File: src/design/khc_pkg.sv
// Shared types and constants for the k-mer hit counter.
`default_nettype none

package khc_pkg;

   localparam int KEY_W      = 64;
   localparam int SLOT_W     = 6;
   localparam int COUNT_W    = 32;
   localparam int USED_OUT_W = 7;

   typedef enum logic [1:0] {
      OP_LOAD  = 2'd0,
      OP_COUNT = 2'd1,
      OP_READ  = 2'd2,
      OP_NOP   = 2'd3
   } op_type;

   typedef enum logic [1:0] {
      ST_OK     = 2'd0,
      ST_FULL   = 2'd1,
      ST_DUP    = 2'd2,
      ST_UNUSED = 2'd3
   } status_type;

   // One request travelling down the cell chain, with its partial result.
   typedef struct packed {
      logic               valid;
      op_type             op;
      logic [KEY_W-1:0]   key;
      logic [SLOT_W-1:0]  slot;
      logic               done;    // some cell already handled the beat
      logic               hit;
      status_type         status;
      logic [KEY_W-1:0]   ekey;
      logic [COUNT_W-1:0] ecount;
      logic               add;     // a new entry was taken
   } tok_type;

endpackage

`default_nettype wire

File: src/design/khc_cell.sv
// One table slot: holds a key and its count, serves the beat passing through.
`default_nettype none

module khc_cell #(
   parameter int INDEX    = 0,
   parameter int KEY_BITS = 64
) (
   input  wire logic             clock,
   input  wire logic             reset,
   input  wire logic             advance,
   input  wire khc_pkg::tok_type tok_in,
   output      khc_pkg::tok_type tok_out
);
   import khc_pkg::*;

   localparam logic [31:0] IDX32 = 32'(INDEX);

   tok_type             tok_ff;
   tok_type             tok_in_next;
   logic                occ_ff;
   logic                occ_in;
   logic [KEY_BITS-1:0] key_ff;
   logic [KEY_BITS-1:0] key_in;
   logic [COUNT_W-1:0]  count_ff;
   logic [COUNT_W-1:0]  count_in;
   logic [COUNT_W-1:0]  count_inc;
   logic                match;
   logic                slot_sel;

   always_comb begin
      tok_in_next = tok_in;
      occ_in      = occ_ff;
      key_in      = key_ff;
      count_in    = count_ff;
      match       = occ_ff && (key_ff == tok_in.key[KEY_BITS-1:0]);
      slot_sel    = (32'(tok_in.slot) == IDX32);
      count_inc   = (count_ff == '1) ? count_ff : count_ff + COUNT_W'(1);

      if (tok_in.valid && !tok_in.done) begin
         unique case (tok_in.op)
            OP_LOAD: begin
               if (match) begin
                  count_in           = '0;
                  tok_in_next.done   = 1'b1;
                  tok_in_next.status = ST_DUP;
                  tok_in_next.ekey   = tok_in.key;
               end else if (!occ_ff) begin
                  // first free slot, and no earlier slot held the key
                  occ_in             = 1'b1;
                  key_in             = tok_in.key[KEY_BITS-1:0];
                  count_in           = '0;
                  tok_in_next.done   = 1'b1;
                  tok_in_next.add    = 1'b1;
                  tok_in_next.ekey   = tok_in.key;
               end
            end
            OP_COUNT: begin
               if (match) begin
                  count_in           = count_inc;
                  tok_in_next.done   = 1'b1;
                  tok_in_next.hit    = 1'b1;
                  tok_in_next.ekey   = tok_in.key;
                  tok_in_next.ecount = count_inc;
               end
            end
            OP_READ: begin
               if (slot_sel) begin
                  tok_in_next.done = 1'b1;
                  if (occ_ff) begin
                     tok_in_next.ekey   = KEY_W'(key_ff);
                     tok_in_next.ecount = count_ff;
                  end else begin
                     tok_in_next.status = ST_UNUSED;
                  end
               end
            end
            OP_NOP: begin
            end
         endcase
      end
   end

   always_ff @(posedge clock) begin
      if (reset) begin
         tok_ff.valid <= 1'b0;
         occ_ff       <= 1'b0;
      end else if (advance) begin
         tok_ff <= tok_in_next;
         occ_ff <= occ_in;
      end
   end

   always_ff @(posedge clock) begin
      if (advance) begin
         key_ff   <= key_in;
         count_ff <= count_in;
      end
   end

   assign tok_out = tok_ff;

endmodule

`default_nettype wire

File: config.mk
export PLATFORM = sky130hd
export DESIGN_NAME = khc_cell
export DESIGN_NICKNAME = d
export VERILOG_FILES = /design/src/design/khc_pkg.sv /design/src/design/khc_cell.sv
export SDC_FILE = /design/constraint.sdc
export NUM_CORES = 1
export LEC_CHECK = 0
export BUFFER_PORTS_ARGS = -buffer_cell sky130_fd_sc_hd__buf_2
export CORE_UTILIZATION = 25
export DETAILED_ROUTE_END_ITERATION = 7
export PLACE_DENSITY = 0.56
export RECOVER_POWER = 25
export SLEW_MARGIN = 10
export SYNTH_ARGS = -nofsm -noshare
export SYNTH_HDL_FRONTEND = slang
export SYNTH_SLANG_ARGS = --single-unit
export TNS_END_PERCENT = 10
File: constraint.sdc
create_clock -name clock -period 14.6 [get_ports clock]
set_input_delay 1.46 -clock clock [delete_from_list [all_inputs] [get_ports clock]]
set_output_delay 1.46 -clock clock [all_outputs]
set_load 0.01 [all_outputs]
* Word level (Yosys, flattened, before mapping)
Index checks and enable logic that the tools add are counted.
** Storage, ports and cells
- Register bits :: 271
- Bits of input ports :: 177
- Output and inout bits :: 174
- Word-level logic and storage cells :: 58
** Cells by class
- Add/subtract/negate cells :: 1
- Equal/unequal tests :: 6
- Muxes and demuxes :: 25
- Bitwise logic cells :: 3
- Reductions and logical operators :: 10
** Operator list (count)
- 2-to-1 mux 96 bit :: 2
- one-hot mux 64 bit (3 select lines) :: 1
- 2-to-1 mux 32 bit :: 4
- 2-to-1 mux 64 bit :: 2
- one-hot mux 32 bit (2 select lines) :: 2
- 2-to-1 mux 101 bit :: 1
- 2-to-1 mux 98 bit :: 1
- == test 64 bit :: 1
- adder 32 x 1 -> 32 bit (second input constant) :: 1
- == test 32 bit (second input constant) :: 1
- AND reduction 5 bit :: 2
- 2-to-1 mux 1 bit :: 7
- zero test 6 bit :: 1
- 2-to-1 mux 2 bit :: 3
- one-hot mux 2 bit (2 select lines) :: 1
- AND reduction 4 bit :: 1
- != test 3 bit (second input constant) :: 1
- NOT 1 bit :: 3
- one-hot mux 1 bit (3 select lines) :: 1
- == test 2 x 1 -> 1 bit (second input constant) :: 1
- == test 2 bit (second input constant) :: 1
- logical AND 1 bit :: 2
- zero test 2 bit :: 1
- != test 2 bit (second input constant) :: 1
- 3 further kinds :: 3

* Depth between registers and ports, before layout
- Word-level depth :: 5
- Gate-level depth with buffers :: 10

* Worst setup path before layout
Ideal clock, no wire load.
- Path kind :: input port to flip-flop
- Start :: input reset
- End :: register tok_ff, in the netlist tok_out[0], enable pin
- Setup time :: 0.732 ns
- Arrival :: 9.123 ns
- Path slack :: 4.745 ns
- Stages :: 1
- Buffers on the path :: 0
- Cells stage by stage :: nor2b_1
** On the way
- Cells in the longest elaborated chain, start to end :: 2
** Ends and longest elaborated chain
- start, declared :: line khc_cell.sv:9 : input wire logic reset,
- NOT 1 bit (no source line)
- AND reduction 2 bit (no source line)
- end signal, assigned :: line khc_cell.sv:88 : tok_ff <= tok_in_next;
- end, declared :: line khc_cell.sv:18 : tok_type tok_ff;
No other way between the ends.
A chain may end at the register's enable or synchronous reset.

==> flow_metrics.env <==
export IMPL_outcome="finished with violations"
export IMPL_violations="max-capacitance violations, max-slew violations"
export IMPL_slew_viol_final=40
export IMPL_ff_latch_area_mm2=0.00812
export IMPL_cts_buffers=35
export IMPL_fin_util=0.322
export IMPL_grt_use_total=0.162
export IMPL_clock_fmax_mhz=201
export IMPL_layout_setup_ws_ps=9630
export IMPL_clkPwrFrac=0.432
export IMPL_pin_count=351
export IMPL_synthToLayoutAreaGrowth_pct=26.9
export IMPL_vias=10240
export IMPL_synth_top_area_frac=0.620
export IMPL_dpl_hpwl_um=30600
export IMPL_combPwrFrac=0.097
export IMPL_drt_pass1_iter_count=5
export IMPL_cts_resized=0
export IMPL_fin_skew_ps=16.3
export IMPL_fin_crit_sh=0.340
export IMPL_start_kind="input pin"
export IMPL_rrSetupSlack_ps=10330
export IMPL_vias_per_cell=4.92
export IMPL_grt_max_degree=69
export IMPL_pwr_share_seq=0.471
export IMPL_worst_setup_path_type="input pin to flop"
export IMPL_die_area_mm2=0.0530
export IMPL_cts_sinks=271
export IMPL_final_setup_tns_ps=0
export IMPL_max_vdd_ir_drop_mv=0.0691
export IMPL_cts_setup_buffers=0
export IMPL_async_flop_share=0
export IMPL_grt_pass1_vias=9873
export IMPL_drc_errors=0
export IMPL_netlist_area_mm2=0.0130
export IMPL_p_sw_frac=0.242
export IMPL_cp_arrival_ps=5230
export IMPL_gp_congestion=0.828
export IMPL_hold_buffers=0
export IMPL_ys_seq_elements=271
export IMPL_synth_seq_area_share=0.623
export IMPL_worst_pin_slew_ps=2390
export IMPL_synth_edf_count=269
export IMPL_finalSetupViolCount=0
export IMPL_slew_headroom=-0.590
export IMPL_num_rows=83
export IMPL_synth_ff_type="edfxtp_1"
export IMPL_drtAntennaViolNets=0
export IMPL_hp_class="flop to flop"
export IMPL_synthesis_nets=1223
export IMPL_grt_overflow=0
export IMPL_place_area_mm2=0.0155
export IMPL_cts_tree="built"
export IMPL_fin_area_mm2=0.0165
export IMPL_drt_iter0_drc=908
export IMPL_wl_um=44300
export IMPL_crit_path_max_fanout=64
export IMPL_ys_warn_count=0
export IMPL_power_density_mw_per_mm2=117
export IMPL_initial_utilization=0.253
export IMPL_hold_violations=0
export IMPL_layout_min_cycle_time_ps=4970
export IMPL_design_final_nets=1556
export IMPL_htreeDepth=2
export IMPL_die_height_um=230
export IMPL_grt_pass1_wl_um=64800
export IMPL_worstSetupEndpointType="flop"
export IMPL_pre_cts_ws_ps=8980
export IMPL_p_leak_nw=5.91
export IMPL_p_int_w=0.00147
export IMPL_root_buffer="clkbuf_16"
export IMPL_clkTransAtPathRegs_ps=60
export IMPL_drive_gt1_frac=0.261
export IMPL_nFillCells=5220
export IMPL_avgSynthCellArea_um2=12.5
export IMPL_required_ps=14860
export IMPL_rsz0062_at_grt="false"
export IMPL_yosysTopAreaCell="edfxtp_1"
export IMPL_fp_dieW_um=230
export IMPL_core_mm2=0.0514
export IMPL_maxCapViolations=1
export IMPL_multi_input_area_mm2=0.00466
export IMPL_antenna_found_initial=6
export IMPL_max_clock_path_buffers=3
export IMPL_ys_types=55
export IMPL_yosys_top_cells_area="edfxtp_1 62%, xor2_1 5.3%, a221o_1 4.9%, a21boi_0 4.9%, nand2_1 3.7%"
export IMPL_clkLatencyLatePin_ps=530
export IMPL_p_switching_w=0.000469
export IMPL_portBuffers=350
export IMPL_wl_per_cell_um=21.3
export IMPL_netlist_instances=1041
[path summary, 6_finish.rpt]
| kind | cells past startpoint | to | from |
|---|---|---|---|
| worst max-delay path | 10 | tok_out[49] | tok_in[148] |
| worst min-delay path | 2 | tok_out[173] | tok_out[173] |
| worst max register to register | 9 | tok_out[49] | key_ff[41] |
| worst min register to register | 2 | tok_out[173] | tok_out[173] |
[critical path, cell delays in order]
cell      delay, ps
clkbuf_1        200
xor2_1          190
nor4_1          840
nand4_1         270
nor4_2          420
buf_4           350
and2_1          470
o21ai_4          90
buf_4           350
a221o_1         480
[metal layers]
layer / up-vias / track usage / wire, µm
met5: - / 0 / 69
met4: 10 / 0.0437 / 1000
met3: 69 / 0.0415 / 3390
met2: 459 / 0.267 / 21200
met1: 4996 / 0.211 / 18700
li1: 4706 / - / -
[power by group through the flow]
stage | Combinational (W) | Sequential [W] | Clock [W]
after floorplan | 0.0000696 | 0.000951 | 0
after global placement | 0.000191 | 0.000928 | 0
after detailed placement | 0.000194 | 0.000928 | 0
after CTS | 0.000195 | 0.000913 | 0.000866
after global routing | 0.000204 | 0.000916 | 0.000892
final | 0.000188 | 0.000912 | 0.000838
[metrics by stage]
stage | hold WS [ps] | std cells | power (W)
after floorplan | 487 | 1041 | 0.00102
after global placement | 464 | 2017 | 0.00112
after detailed placement | 482 | 2017 | 0.00112
after CTS | 493 | 2079 | 0.00197
after global routing | 514 | 2079 | 0.00201
final | 487 | 2080 | 0.00194
[synthesized netlist by cell type (6+ instances only)]
master / instances
a21boi_0: 85
a21oi_1: 27
a221o_1: 64
a22o_1: 15
a31oi_1: 10
and3_1: 6
buf_2: 16
buf_4: 6
clkbuf_1: 46
edfxtp_1: 269
nand2_1: 128
nand3_1: 88
nand4_1: 11
nor2_1: 54
nor4_1: 21
o21ai_0: 10
o32a_1: 20
xnor2_1: 10
xor2_1: 79
[area by class of cell]
| type | instances | area share |
|---|---|---|
| tap | 680 | 0.0515 |
| clock buffer | 42 | 0.0571 |
| clock inverter | 20 | 0.00946 |
| sequential | 271 | 0.491 |
| antenna | 1 | 0.000151 |
| timing repair buffer | 367 | 0.108 |
| multi-input combinational | 694 | 0.282 |
| inverter | 5 | 0.00114 |
[sequential cells by signal, indices dropped and copies added (netlist names)]
register and flops:
tok_out 174, key_ff 64, count_ff 32, occ_ff 1
[kinds of logic (layout without fill, tap and decap cells)]
family	after synthesis	after routing	share of synthesized area
AOI/OAI and AO/OA	259	259	0.161
xor gates and xnor gates	89	89	0.0599
adders and majority gates	5	5	0.00480
buffers and inverters	76	434	0.0252
DFF	271	271	0.623
muxes	1	1	0.000769
other	0	1	0
and+or+nand+nor	340	340	0.125
[cells in the final DEF, fill, tap and decap left out, drive strengths merged, types with 10 or more instances in the layout]
master / count
a21oi: 27
o32a: 20
buf: 294
a21boi: 85
clkinv: 16
a22o: 15
edfxtp: 269
nand3: 90
clkbuf: 115
nor4: 22
o21ai: 13
nand2: 128
nor2: 54
xor2: 79
a221o: 64
a31oi: 10
nand4: 14
xnor2: 10
No activity file was read; power rests on OpenSTA's default activity.
